<file path="src/rtl/core/mup_pkg.sv">
package mup_pkg;

   localparam int VALUE_W     = 32;
   localparam int INDEX_W     = 16;
   localparam int WADDR_W     = 24;
   localparam int POOL_W      = 9;
   localparam int IN_DIM_W    = 13;
   localparam int OUT_DIM_W   = 14;
   localparam int PLANES_W    = 17;
   localparam int ROW_CNT_W   = 12;
   localparam int COL_CNT_W   = 12;
   localparam int PLANE_CNT_W = 16;
   // operand width of the shared multiply-add unit (output row or column span)
   localparam int SPAN_W      = 22;
   localparam int MAC_W       = SPAN_W + OUT_DIM_W + 1;
   localparam int PSIZE_W     = 2 * OUT_DIM_W;
   localparam int CSR_ADDR_W  = 5;
   localparam int CSR_DATA_W  = 32;
   localparam int DIV_STEPS   = INDEX_W;
   localparam int DIV_CNT_W   = $clog2(DIV_STEPS);

   localparam logic [ROW_CNT_W-1:0]   ROW_MAX   = '1;
   localparam logic [COL_CNT_W-1:0]   COL_MAX   = '1;
   localparam logic [PLANE_CNT_W-1:0] PLANE_MAX = '1;

   typedef enum logic [2:0] {
      REG_POOL_ROWS,
      REG_POOL_COLS,
      REG_IN_ROWS,
      REG_IN_COLS,
      REG_OUT_ROWS,
      REG_OUT_COLS,
      REG_PLANE_COUNT
   } csr_reg_type;

   typedef struct packed {
      logic [POOL_W-1:0]    pool_rows;
      logic [POOL_W-1:0]    pool_cols;
      logic [IN_DIM_W-1:0]  in_rows;
      logic [IN_DIM_W-1:0]  in_cols;
      logic [OUT_DIM_W-1:0] out_rows;
      logic [OUT_DIM_W-1:0] out_cols;
      logic [PLANES_W-1:0]  plane_count;
   } cfg_type;

   typedef struct packed {
      logic               busy;
      logic               done;
      logic [INDEX_W-1:0] quotient;
      logic [POOL_W-1:0]  remainder;
   } div_res_type;

   typedef enum logic [2:0] {
      ST_IDLE,
      ST_DIV,
      ST_ROW,
      ST_COL,
      ST_LOC,
      ST_PSZ,
      ST_FIN
   } seq_state_type;

endpackage

</file>
<file path="src/rtl/core/mup_chan_if.sv">
interface mup_req_if;
   import mup_pkg::*;

   logic               valid;
   logic               ready;
   logic [VALUE_W-1:0] pooled_value;
   logic [INDEX_W-1:0] pool_index;

   modport source (output valid, pooled_value, pool_index, input ready);
   modport sink (input valid, pooled_value, pool_index, output ready);
endinterface

interface mup_rsp_if;
   import mup_pkg::*;

   logic               valid;
   logic               ready;
   logic [WADDR_W-1:0] write_address;
   logic [VALUE_W-1:0] written_value;
   logic               in_range;
   logic               last;

   modport source (output valid, write_address, written_value, in_range, last,
                   input ready);
   modport sink (input valid, write_address, written_value, in_range, last,
                 output ready);
endinterface

</file>
<file path="src/rtl/core/mup_csr.sv">
module mup_csr (
   input  logic                             clock,
   input  logic                             reset,
   input  logic                             csr_psel,
   input  logic                             csr_penable,
   input  logic                             csr_pwrite,
   input  logic [mup_pkg::CSR_ADDR_W-1:0]   csr_paddr,
   input  logic [mup_pkg::CSR_DATA_W-1:0]   csr_pwdata,
   output logic [mup_pkg::CSR_DATA_W-1:0]   csr_prdata,
   output logic                             csr_pready,
   output mup_pkg::cfg_type                 cfg
);
   import mup_pkg::*;

   cfg_type     cfg_ff;
   cfg_type     cfg_in;
   csr_reg_type reg_sel;
   logic        wr_en;

   assign csr_pready = 1'b1;
   assign reg_sel    = csr_reg_type'(csr_paddr[CSR_ADDR_W-1:2]);
   assign wr_en      = csr_psel && csr_penable && csr_pwrite;

   always_comb begin
      cfg_in = cfg_ff;
      if (wr_en) begin
         unique case (reg_sel)
            REG_POOL_ROWS:   cfg_in.pool_rows   = csr_pwdata[POOL_W-1:0];
            REG_POOL_COLS:   cfg_in.pool_cols   = csr_pwdata[POOL_W-1:0];
            REG_IN_ROWS:     cfg_in.in_rows     = csr_pwdata[IN_DIM_W-1:0];
            REG_IN_COLS:     cfg_in.in_cols     = csr_pwdata[IN_DIM_W-1:0];
            REG_OUT_ROWS:    cfg_in.out_rows    = csr_pwdata[OUT_DIM_W-1:0];
            REG_OUT_COLS:    cfg_in.out_cols    = csr_pwdata[OUT_DIM_W-1:0];
            REG_PLANE_COUNT: cfg_in.plane_count = csr_pwdata[PLANES_W-1:0];
            default: ;
         endcase
      end
   end

   always_comb begin
      unique case (reg_sel)
         REG_POOL_ROWS:   csr_prdata = CSR_DATA_W'(cfg_ff.pool_rows);
         REG_POOL_COLS:   csr_prdata = CSR_DATA_W'(cfg_ff.pool_cols);
         REG_IN_ROWS:     csr_prdata = CSR_DATA_W'(cfg_ff.in_rows);
         REG_IN_COLS:     csr_prdata = CSR_DATA_W'(cfg_ff.in_cols);
         REG_OUT_ROWS:    csr_prdata = CSR_DATA_W'(cfg_ff.out_rows);
         REG_OUT_COLS:    csr_prdata = CSR_DATA_W'(cfg_ff.out_cols);
         REG_PLANE_COUNT: csr_prdata = CSR_DATA_W'(cfg_ff.plane_count);
         default:         csr_prdata = '0;
      endcase
   end

   always_ff @(posedge clock) begin
      if (reset) begin
         cfg_ff.pool_rows   <= POOL_W'(2);
         cfg_ff.pool_cols   <= POOL_W'(2);
         cfg_ff.in_rows     <= IN_DIM_W'(1);
         cfg_ff.in_cols     <= IN_DIM_W'(1);
         cfg_ff.out_rows    <= OUT_DIM_W'(2);
         cfg_ff.out_cols    <= OUT_DIM_W'(2);
         cfg_ff.plane_count <= PLANES_W'(1);
      end else begin
         cfg_ff <= cfg_in;
      end
   end

   assign cfg = cfg_ff;

endmodule

</file>
<file path="src/rtl/core/mup_div.sv">
module mup_div (
   input  logic                          clock,
   input  logic                          reset,
   input  logic                          start,
   input  logic [mup_pkg::INDEX_W-1:0]   dividend,
   input  logic [mup_pkg::POOL_W-1:0]    divisor,
   output mup_pkg::div_res_type          res
);
   import mup_pkg::*;

   logic                 busy_ff, busy_in;
   logic                 done_ff, done_in;
   logic [DIV_CNT_W-1:0] count_ff, count_in;
   logic [INDEX_W-1:0]   dvd_ff, dvd_in;
   logic [POOL_W-1:0]    dsr_ff, dsr_in;
   logic [POOL_W-1:0]    rem_ff, rem_in;
   logic [POOL_W:0]      trial;
   logic                 fits;

   // one quotient bit per cycle; quotient bits shift in behind the dividend
   assign trial = {rem_ff, dvd_ff[INDEX_W-1]};
   assign fits  = trial >= {1'b0, dsr_ff};

   always_comb begin
      busy_in  = busy_ff;
      done_in  = 1'b0;
      count_in = count_ff;
      dvd_in   = dvd_ff;
      dsr_in   = dsr_ff;
      rem_in   = rem_ff;
      if (start) begin
         busy_in  = 1'b1;
         count_in = '0;
         dvd_in   = dividend;
         // a zero window height divides as one
         dsr_in   = (divisor == '0) ? POOL_W'(1) : divisor;
         rem_in   = '0;
      end else if (busy_ff) begin
         rem_in   = fits ? POOL_W'(trial - {1'b0, dsr_ff}) : trial[POOL_W-1:0];
         dvd_in   = {dvd_ff[INDEX_W-2:0], fits};
         count_in = count_ff + DIV_CNT_W'(1);
         if (count_ff == DIV_CNT_W'(DIV_STEPS - 1)) begin
            busy_in = 1'b0;
            done_in = 1'b1;
         end
      end
   end

   always_ff @(posedge clock) begin
      if (reset) begin
         busy_ff  <= 1'b0;
         done_ff  <= 1'b0;
         count_ff <= '0;
      end else begin
         busy_ff  <= busy_in;
         done_ff  <= done_in;
         count_ff <= count_in;
      end
   end

   always_ff @(posedge clock) begin
      dvd_ff <= dvd_in;
      dsr_ff <= dsr_in;
      rem_ff <= rem_in;
   end

   assign res.busy      = busy_ff;
   assign res.done      = done_ff;
   assign res.quotient  = dvd_ff;
   assign res.remainder = rem_ff;

endmodule

</file>
<file path="src/rtl/core/mup_mac.sv">
module mup_mac (
   input  logic                            clock,
   input  logic                            en,
   input  logic [mup_pkg::SPAN_W-1:0]      op_a,
   input  logic [mup_pkg::OUT_DIM_W-1:0]   op_b,
   input  logic [mup_pkg::SPAN_W-1:0]      op_c,
   output logic [mup_pkg::MAC_W-1:0]       result
);
   import mup_pkg::*;

   logic [SPAN_W+OUT_DIM_W-1:0] prod;
   logic [MAC_W-1:0]            result_ff, result_in;

   assign prod      = op_a * op_b;
   assign result_in = en ? (MAC_W'(prod) + MAC_W'(op_c)) : result_ff;

   always_ff @(posedge clock) begin
      result_ff <= result_in;
   end

   assign result = result_ff;

endmodule

</file>
<file path="src/rtl/core/max_unpool_scatter_address.sv">
// Channel   Dir  Fields                                            Handshake
// req_chan  in   pooled_value[31:0], pool_index[15:0]              valid/ready
// rsp_chan  out  write_address[23:0], written_value[31:0],         valid/ready
//                in_range, last
// csr_*     in   APB registers 0..6 at byte address 4*i            psel/penable
//
// From acceptance to the output register an item is started, its pool_index
// is split by the radix-2 divider, it makes 4 passes through the shared
// multiply-add unit, and a last step forms the address and advances counters.
// req_chan.ready is high only while the sequencer idles; a result waiting
// in the output register does not block the next item, only its final cycle.
// Synchronous reset clears sequencer, counters, plane base and output valid.
module max_unpool_scatter_address #(
   parameter int ADDR_BITS = 24
) (
   input  logic                             clock,
   input  logic                             reset,
   mup_req_if.sink                          req_chan,
   mup_rsp_if.source                        rsp_chan,
   input  logic                             csr_psel,
   input  logic                             csr_penable,
   input  logic                             csr_pwrite,
   input  logic [mup_pkg::CSR_ADDR_W-1:0]   csr_paddr,
   input  logic [mup_pkg::CSR_DATA_W-1:0]   csr_pwdata,
   output logic [mup_pkg::CSR_DATA_W-1:0]   csr_prdata,
   output logic                             csr_pready
);
   import mup_pkg::*;

   localparam int ADDR_EXT_W = ADDR_BITS + WADDR_W;
   localparam int BASE_SUM_W = ADDR_BITS + PSIZE_W;

   cfg_type       cfg;
   div_res_type   div_res;
   seq_state_type state_ff, state_in;

   logic                   accept;
   logic                   div_start;
   logic                   mac_en;
   logic [SPAN_W-1:0]      mac_a, mac_c;
   logic [OUT_DIM_W-1:0]   mac_b;
   logic [MAC_W-1:0]       mac_result;

   logic [VALUE_W-1:0]     value_ff, value_in;
   logic [SPAN_W-1:0]      out_row_ff, out_row_in;
   logic [MAC_W-1:0]       local_ff, local_in;

   logic [ROW_CNT_W-1:0]   row_ff, row_in;
   logic [COL_CNT_W-1:0]   col_ff, col_in;
   logic [PLANE_CNT_W-1:0] plane_ff, plane_in;
   logic [ADDR_BITS-1:0]   plane_base_ff, plane_base_in;

   logic                   rsp_valid_ff, rsp_valid_in;
   logic [WADDR_W-1:0]     rsp_addr_ff, rsp_addr_in;
   logic [VALUE_W-1:0]     rsp_value_ff, rsp_value_in;
   logic                   rsp_range_ff, rsp_range_in;
   logic                   rsp_last_ff, rsp_last_in;

   logic                   load_out;
   logic [PSIZE_W-1:0]     plane_size;
   logic [ADDR_BITS-1:0]   addr_sum;
   logic [ADDR_EXT_W-1:0]  addr_ext;
   logic                   row_wrap, col_wrap, plane_wrap, is_last;

   mup_csr u_csr (
      .clock       (clock),
      .reset       (reset),
      .csr_psel    (csr_psel),
      .csr_penable (csr_penable),
      .csr_pwrite  (csr_pwrite),
      .csr_paddr   (csr_paddr),
      .csr_pwdata  (csr_pwdata),
      .csr_prdata  (csr_prdata),
      .csr_pready  (csr_pready),
      .cfg         (cfg)
   );

   mup_div u_div (
      .clock    (clock),
      .reset    (reset),
      .start    (div_start),
      .dividend (req_chan.pool_index),
      .divisor  (cfg.pool_rows),
      .res      (div_res)
   );

   mup_mac u_mac (
      .clock  (clock),
      .en     (mac_en),
      .op_a   (mac_a),
      .op_b   (mac_b),
      .op_c   (mac_c),
      .result (mac_result)
   );

   assign req_chan.ready = (state_ff == ST_IDLE);
   assign accept         = req_chan.valid && req_chan.ready;
   assign div_start      = accept;

   // final step: the product of the last pass is the plane size
   assign plane_size = mac_result[PSIZE_W-1:0];
   assign addr_sum   = plane_base_ff + local_ff[ADDR_BITS-1:0];
   assign addr_ext   = ADDR_EXT_W'(addr_sum);
   assign load_out   = (state_ff == ST_FIN) && (!rsp_valid_ff || rsp_chan.ready);

   assign row_wrap   = (({1'b0, row_ff} + (ROW_CNT_W+1)'(1)) >= cfg.in_rows)
                       || (row_ff == ROW_MAX);
   assign col_wrap   = (({1'b0, col_ff} + (COL_CNT_W+1)'(1)) >= cfg.in_cols)
                       || (col_ff == COL_MAX);
   assign plane_wrap = (({1'b0, plane_ff} + (PLANE_CNT_W+1)'(1)) >= cfg.plane_count)
                       || (plane_ff == PLANE_MAX);
   assign is_last    = row_wrap && col_wrap && plane_wrap;

   // sequencer: divide, then four passes through the multiply-add unit
   always_comb begin
      state_in = state_ff;
      mac_en   = 1'b0;
      mac_a    = '0;
      mac_b    = '0;
      mac_c    = '0;
      unique case (state_ff)
         ST_IDLE: begin
            if (accept) state_in = ST_DIV;
         end
         ST_DIV: begin
            if (div_res.done) state_in = ST_ROW;
         end
         ST_ROW: begin
            mac_en   = 1'b1;
            mac_a    = SPAN_W'(row_ff);
            mac_b    = OUT_DIM_W'(cfg.pool_rows);
            mac_c    = SPAN_W'(div_res.remainder);
            state_in = ST_COL;
         end
         ST_COL: begin
            mac_en   = 1'b1;
            mac_a    = SPAN_W'(col_ff);
            mac_b    = OUT_DIM_W'(cfg.pool_cols);
            mac_c    = SPAN_W'(div_res.quotient);
            state_in = ST_LOC;
         end
         ST_LOC: begin
            mac_en   = 1'b1;
            mac_a    = mac_result[SPAN_W-1:0];
            mac_b    = cfg.out_rows;
            mac_c    = out_row_ff;
            state_in = ST_PSZ;
         end
         ST_PSZ: begin
            mac_en   = 1'b1;
            mac_a    = SPAN_W'(cfg.out_cols);
            mac_b    = cfg.out_rows;
            state_in = ST_FIN;
         end
         ST_FIN: begin
            if (load_out) state_in = ST_IDLE;
         end
         default: state_in = ST_IDLE;
      endcase
   end

   always_ff @(posedge clock) begin
      if (reset) begin
         state_ff <= ST_IDLE;
      end else begin
         state_ff <= state_in;
      end
   end

   always_comb begin
      value_in   = accept ? req_chan.pooled_value : value_ff;
      out_row_in = (state_ff == ST_COL) ? mac_result[SPAN_W-1:0] : out_row_ff;
      local_in   = (state_ff == ST_PSZ) ? mac_result : local_ff;
   end

   always_ff @(posedge clock) begin
      value_ff   <= value_in;
      out_row_ff <= out_row_in;
      local_ff   <= local_in;
   end

   // advance row, then column, then plane
   always_comb begin
      row_in        = row_ff;
      col_in        = col_ff;
      plane_in      = plane_ff;
      plane_base_in = plane_base_ff;
      if (load_out) begin
         if (!row_wrap) begin
            row_in = row_ff + ROW_CNT_W'(1);
         end else begin
            row_in = '0;
            if (!col_wrap) begin
               col_in = col_ff + COL_CNT_W'(1);
            end else begin
               col_in = '0;
               if (!plane_wrap) begin
                  plane_in      = plane_ff + PLANE_CNT_W'(1);
                  plane_base_in = ADDR_BITS'(BASE_SUM_W'(plane_base_ff)
                                             + BASE_SUM_W'(plane_size));
               end else begin
                  plane_in      = '0;
                  plane_base_in = '0;
               end
            end
         end
      end
   end

   always_ff @(posedge clock) begin
      if (reset) begin
         row_ff        <= '0;
         col_ff        <= '0;
         plane_ff      <= '0;
         plane_base_ff <= '0;
      end else begin
         row_ff        <= row_in;
         col_ff        <= col_in;
         plane_ff      <= plane_in;
         plane_base_ff <= plane_base_in;
      end
   end

   // output register: load on the final step, drop when taken
   always_comb begin
      rsp_valid_in = rsp_valid_ff;
      rsp_addr_in  = rsp_addr_ff;
      rsp_value_in = rsp_value_ff;
      rsp_range_in = rsp_range_ff;
      rsp_last_in  = rsp_last_ff;
      if (rsp_chan.ready) rsp_valid_in = 1'b0;
      if (load_out) begin
         rsp_valid_in = 1'b1;
         rsp_addr_in  = addr_ext[WADDR_W-1:0];
         rsp_value_in = value_ff;
         rsp_range_in = local_ff < MAC_W'(plane_size);
         rsp_last_in  = is_last;
      end
   end

   always_ff @(posedge clock) begin
      if (reset) begin
         rsp_valid_ff <= 1'b0;
      end else begin
         rsp_valid_ff <= rsp_valid_in;
      end
   end

   always_ff @(posedge clock) begin
      rsp_addr_ff  <= rsp_addr_in;
      rsp_value_ff <= rsp_value_in;
      rsp_range_ff <= rsp_range_in;
      rsp_last_ff  <= rsp_last_in;
   end

   assign rsp_chan.valid         = rsp_valid_ff;
   assign rsp_chan.write_address = rsp_addr_ff;
   assign rsp_chan.written_value = rsp_value_ff;
   assign rsp_chan.in_range      = rsp_range_ff;
   assign rsp_chan.last          = rsp_last_ff;

   a_div_done_in_div: assert property (@(posedge clock) disable iff (reset)
      div_res.done |-> state_ff == ST_DIV)
      else $error("divider finished outside the divide step");

   a_idle_div_quiet: assert property (@(posedge clock) disable iff (reset)
      state_ff == ST_IDLE |-> !div_res.busy)
      else $error("divider busy while the sequencer idles");

   a_hold_full_output: assert property (@(posedge clock) disable iff (reset)
      (state_ff == ST_FIN && rsp_valid_ff && !rsp_chan.ready) |=> state_ff == ST_FIN)
      else $error("result overwrote a waiting item");

   a_last_rewinds: assert property (@(posedge clock) disable iff (reset)
      (load_out && is_last) |=> (row_ff == '0 && col_ff == '0 && plane_ff == '0
                                 && plane_base_ff == '0))
      else $error("counters not cleared after the final element");

   a_counters_move_on_load: assert property (@(posedge clock) disable iff (reset)
      !load_out |=> ($stable(row_ff) && $stable(col_ff) && $stable(plane_ff)))
      else $error("position counters moved without a result");

endmodule
</file>
<file path="src/flat_wrapper.sv">
// flat-port wrapper written by rule: the top's interface ports become plain ports
module max_unpool_scatter_address_flat import mup_pkg::*;
#(
   parameter int ADDR_BITS = 24
)
  (clock, reset, csr_psel, csr_penable, csr_pwrite, csr_paddr, csr_pwdata, csr_prdata, csr_pready, req_chan_valid, req_chan_pooled_value, req_chan_pool_index, req_chan_ready, rsp_chan_valid, rsp_chan_write_address, rsp_chan_written_value, rsp_chan_in_range, rsp_chan_last, rsp_chan_ready);
  mup_req_if req_chan_i ();
  mup_rsp_if rsp_chan_i ();
  input  logic clock;
  input  logic reset;
  input  logic csr_psel;
  input  logic csr_penable;
  input  logic csr_pwrite;
  input  logic [mup_pkg::CSR_ADDR_W-1:0] csr_paddr;
  input  logic [mup_pkg::CSR_DATA_W-1:0] csr_pwdata;
  output logic [mup_pkg::CSR_DATA_W-1:0] csr_prdata;
  output logic csr_pready;
  input wire logic [$bits(req_chan_i.valid)-1:0] req_chan_valid;
  input wire logic [$bits(req_chan_i.pooled_value)-1:0] req_chan_pooled_value;
  input wire logic [$bits(req_chan_i.pool_index)-1:0] req_chan_pool_index;
  output wire logic [$bits(req_chan_i.ready)-1:0] req_chan_ready;
  output wire logic [$bits(rsp_chan_i.valid)-1:0] rsp_chan_valid;
  output wire logic [$bits(rsp_chan_i.write_address)-1:0] rsp_chan_write_address;
  output wire logic [$bits(rsp_chan_i.written_value)-1:0] rsp_chan_written_value;
  output wire logic [$bits(rsp_chan_i.in_range)-1:0] rsp_chan_in_range;
  output wire logic [$bits(rsp_chan_i.last)-1:0] rsp_chan_last;
  input wire logic [$bits(rsp_chan_i.ready)-1:0] rsp_chan_ready;
  assign req_chan_i.valid = req_chan_valid;
  assign req_chan_i.pooled_value = req_chan_pooled_value;
  assign req_chan_i.pool_index = req_chan_pool_index;
  assign req_chan_ready = req_chan_i.ready;
  assign rsp_chan_valid = rsp_chan_i.valid;
  assign rsp_chan_write_address = rsp_chan_i.write_address;
  assign rsp_chan_written_value = rsp_chan_i.written_value;
  assign rsp_chan_in_range = rsp_chan_i.in_range;
  assign rsp_chan_last = rsp_chan_i.last;
  assign rsp_chan_i.ready = rsp_chan_ready;
  max_unpool_scatter_address #(.ADDR_BITS(ADDR_BITS)) u_core (.clock(clock), .reset(reset), .req_chan(req_chan_i), .rsp_chan(rsp_chan_i), .csr_psel(csr_psel), .csr_penable(csr_penable), .csr_pwrite(csr_pwrite), .csr_paddr(csr_paddr), .csr_pwdata(csr_pwdata), .csr_prdata(csr_prdata), .csr_pready(csr_pready));
endmodule
</file>
<file path="config.mk">
export PLATFORM = sky130hd
export DESIGN_NAME = max_unpool_scatter_address_flat
export DESIGN_NICKNAME = d
export VERILOG_FILES = /design/src/rtl/core/mup_pkg.sv /design/src/rtl/core/mup_chan_if.sv /design/src/rtl/core/mup_csr.sv /design/src/rtl/core/mup_div.sv /design/src/rtl/core/mup_mac.sv /design/src/rtl/core/max_unpool_scatter_address.sv /design/src/flat_wrapper.sv
export SDC_FILE = /design/constraint.sdc
export NUM_CORES = 2
export LEC_CHECK = 0
export ABC_AREA = 1
export BUFFER_PORTS_ARGS = -buffer_cell sky130_fd_sc_hd__clkbuf_2
export CAP_MARGIN = 25
export CORE_UTILIZATION = 57
export CTS_CLUSTER_DIAMETER = 150
export DETAILED_ROUTE_END_ITERATION = 10
export GPL_TIMING_DRIVEN = 0
export HOLD_SLACK_MARGIN = 0.12
export PLACE_DENSITY = 0.78
export REMOVE_ABC_BUFFERS = 1
export SKIP_LAST_GASP = 1
export SLEW_MARGIN = 30
export SYNTH_ARGS = -nofsm -noshare
export SYNTH_HDL_FRONTEND = slang
export SYNTH_SLANG_ARGS = --single-unit
</file>
<file path="constraint.sdc">
create_clock -name clock -period 8 [get_ports clock]
set_input_delay 1.2 -clock clock [delete_from_list [all_inputs] [get_ports clock]]
set_output_delay 1.2 -clock clock [all_outputs]
set_load 0.02 [all_outputs]
</file>
==> impl_metrics.csv <==
group,metric,value,unit
grt,grt_util_all_layers,32.1,%
floorplanning,core,52600,sq um
critical_path,worstPathArrival,8.08,ns
floorplanning,fp.dieW,233,microns
grt,grt_pass1_vias,24500,
cts,numCtsBuffers,41,
timing,drv_slew,0,
timing,timing.slew.headroom,36.6,%
final_layout,multiInputGateArea,17900,sq um
logic_synthesis,syn_avg_cell_area,8.46,sq um
logic_synthesis,synth_area,30300,sq um
logic_synthesis,netlist_instances,3586,
power,p_leak,0.0154,uW
grt,antenna_found_initial,1,
floorplanning,die_h,233,microns
critical_path,worst-setup-path-type,"reg -> reg",
timing,final.min_clock_period,7.76,ns
critical_path,cp.buffers_inverters,6,
final_layout,fin_nets,4302,
routing,drc,0,
critical_path,critPathRequiredTime,8.32,ns
floorplanning,rows,84,
routing,viasPerCell,5.72,
logic_synthesis,synth.yosys.seq_area_share,32.2,%
routing,wl_per_cell,19.4,microns
logic_synthesis,synth_cell_types,58,
floorplanning,io_pins,185,
final_layout,diodes,0,
cts,cts_root_buffer,"clkbuf_16",
logic_synthesis,synth_edf_count,211,
min_path,hold_depth,0,
routing,first_pass_iters,6,
critical_path,endpoint_kind,"flip-flop",
timing,fin_hold_ws,0.411,ns
placement,portBuffers,151,
logic_synthesis,synthArstFlopShare,0,%
final_layout,regArea,9780,sq um
timing,fin_skew,0.0336,ns
timing,max_slew.worst_pin.slew,0.948,ns
timing,final.setup.tns,0,ns
logic_synthesis,ys_ff_latch,383,
critical_path,crit_top_cell,"fa_1",
logic_synthesis,ys.flop_type,"edfxtp_1",
power,ir_worst_vdd,0.000182,V
critical_path,worst-path-stages,25,
critical_path,critPathMaxFanout,11,
power,power,5130,uW
final_layout,drive_gt1_share,8.70,%
final_layout,final_common_cell,"nand2_1",
timing,period_share,97.0,%
routing,wl,85900,microns
placement,placed_area,31800,sq um
cts,clk_pin_slew,0.06,ns
cts,htreeDepth,2,
final_layout,area_growth,10.3,%
timing,finalHoldViolCount,0,
final_layout,mostFrequentLayoutCells,"nand2_1, inv_1, nor2_1",
routing,drt_iter0_drc,2586,
critical_path,worst_path_dominant_cell_family,"adder cells",
cts,clock_latency,0.60,ns
final_layout,final_cell_area,33400,sq um
timing,fmax,0.129,GHz
critical_path,slowest_delay,0.56,ns
outcome,outcome,"completed",
placement,post-dp-hpwl,67500,microns
grt,grt_max_degree,105,
grt,overflow,0,
cts,cts.path.max_buffers,3,
run,maxCapViolations,0,
final_layout,final.fill_count,4480,
routing,ant_nets,0,
power,power.density,153,nW/um^2
logic_synthesis,yosysWarnings,0,
critical_path,worstRegToRegCells,25,
cts,clock-sinks,383,
grt,grt_pass1_wl,134000,microns
floorplanning,start_util,57.7,%
cts,postCtsHoldBufs,0,
timing,setup_viol,0,
critical_path,slowest_stage,"fa_1",
min_path,hp-class,"reg -> reg",
placement,gp_congestion,1.00,
floorplanning,die_area,54100,sq um
routing,vias,25400,
critical_path,cp-start-kind,"flip-flop",
cts,cts_tree,"yes",
==> area by class of cell <==
cell class                      count  share of cell area [%]
Multi-Input combinational cell   2491                    53.6
Sequential cell                   383                    29.2
Inverter                          621                    7.05
Clock buffer                       51                    3.39
Timing Repair Buffer              174                    3.19
Tap cell                          688                    2.57
Clock inverter                     25                   0.913
Timing Repair inverter              2                  0.0374
==> worst paths after layout <==
kind / from / endpoint / slack [ns]
setup / recovery: u_core.state_ff[0]$_SDFFE_PP0P_ / u_core.u_mac.result[31]$_DFFE_PN_ / 0.24
setup reg to reg: u_core.state_ff[0]$_SDFFE_PP0P_ / u_core.u_mac.result[31]$_DFFE_PN_ / 0.24
hold / removal: u_core.value_ff[23]$_DFFE_PP_ / u_core.rsp_chan.written_value[23]$_DFFE_PP_ / 0.41
hold reg to reg: u_core.value_ff[23]$_DFFE_PP_ / u_core.rsp_chan.written_value[23]$_DFFE_PP_ / 0.41
==> sequential cells by signal (all words and copies together) (netlist names), 3 cells and up <==
| register | flops |
|---|---|
| u_core.local_ff | 37 |
| u_core.u_div.dsr_ff | 9 |
| u_core.plane_base_ff | 24 |
| u_core.row_ff | 12 |
| u_core.state_ff | 3 |
| u_core.col_ff | 12 |
| u_core.u_csr.cfg | 89 |
| u_core.u_mac.result | 37 |
| u_core.rsp_chan.write_address | 24 |
| u_core.out_row_ff | 22 |
| u_core.u_div.dvd_ff | 16 |
| u_core.value_ff | 32 |
| u_core.u_div.count_ff | 4 |
| u_core.rsp_chan.written_value | 32 |
| u_core.plane_ff | 16 |
| u_core.u_div.rem_ff | 9 |
==> cell usage after synthesis (6+ instances only) <==
| cell type | n | area (sq um) |
|---|---|---|
| a21oi_1 | 224 | 1120 |
| edfxtp_1 | 211 | 6340 |
| o21bai_1 | 16 | 120 |
| ha_1 | 233 | 2920 |
| a31oi_1 | 6 | 37.5 |
| inv_1 | 593 | 2230 |
| a22o_1 | 7 | 61.3 |
| xnor2_1 | 24 | 210 |
| a21o_1 | 7 | 52.6 |
| o22ai_1 | 31 | 194 |
| buf_6 | 6 | 67.6 |
| fa_1 | 263 | 5270 |
| buf_2 | 24 | 120 |
| clkbuf_1 | 54 | 203 |
| buf_4 | 21 | 158 |
| o21ai_1 | 8 | 40.0 |
| nand3_1 | 97 | 485 |
| a211oi_1 | 10 | 75.1 |
| a221oi_1 | 13 | 114 |
| nor4_1 | 11 | 68.8 |
| dfxtp_1 | 172 | 3440 |
| nand4_1 | 34 | 213 |
| o21ai_0 | 183 | 916 |
| nor2_2 | 11 | 68.8 |
| o211ai_1 | 14 | 105 |
| nand2_1 | 709 | 2660 |
| xor2_1 | 68 | 596 |
| inv_2 | 19 | 71.3 |
| nor2_1 | 405 | 1520 |
| clkinv_1 | 8 | 30.0 |
| o21a_1 | 6 | 45.0 |
| nor3_1 | 36 | 180 |
==> kinds of logic after synthesis <==
| kind of cell | count (synthesis) | synth area share, % |
|---|---|---|
| adder cells (fa/ha/maj) | 496 | 27.0 |
| other | 2 | 0.0248 |
| AND/OR/NAND/NOR | 1332 | 18.0 |
| buffers and inverters | 727 | 9.51 |
| AO/OA/AOI/OAI | 554 | 10.5 |
| flip-flops | 383 | 32.2 |
| XOR/XNOR | 92 | 2.66 |
==> through the flow <==
step / util, % / std cells / setup slack, ns
global route: 63.6 / 4435 / -0.0147
global placement: 59.8 / 4333 / -2.40
floorplan: - / 3494 / -0.157
CTS: 63.3 / 4426 / 0.0181
finish: 63.6 / 4435 / 0.240
detailed placement: 60.5 / 4349 / -0.303
==> what timing repair did <==
item,CTS,global route
pin swaps,0,2
gates resized for setup,8,18
setup buffers,0,7
endpoints found under the setup margin,11,16
cloned,1,2
==> per-layer routing <==
layer	track usage [%]	wire length [microns]
met1	43.8	35000
met2	51.1	38700
met3	5.32	8690
met4	12.3	3510
met5	0	0
==> worst reg2reg max path, cell delays in order (launching register included) <==
cell and delay [ns]:
dfxtp_1 0.45, inv_2 0.10, nor2_1 0.16, inv_1 0.11, nor2_4 0.36, clkinvlp_4 0.36, buf_4 0.22, o22ai_1 0.14
nor2_2 0.19, inv_1 0.30, nand2_1 0.12, fa_1 0.53, inv_1 0.05, fa_1 0.46, fa_1 0.52, fa_1 0.52
fa_1 0.56, fa_1 0.54, ha_1 0.40, nand2_1 0.14, nor2_1 0.22, nand2_1 0.08, o21ai_0 0.51, nand4_1 0.23
nand3_1 0.14, nand2_1 0.07
==> power by group <==
group	switching [uW]	internal [uW]
sequential	103	2260
clock	839	1180
combinational	524	223
total	1470	3660
(Power assumes the default switching activity.)
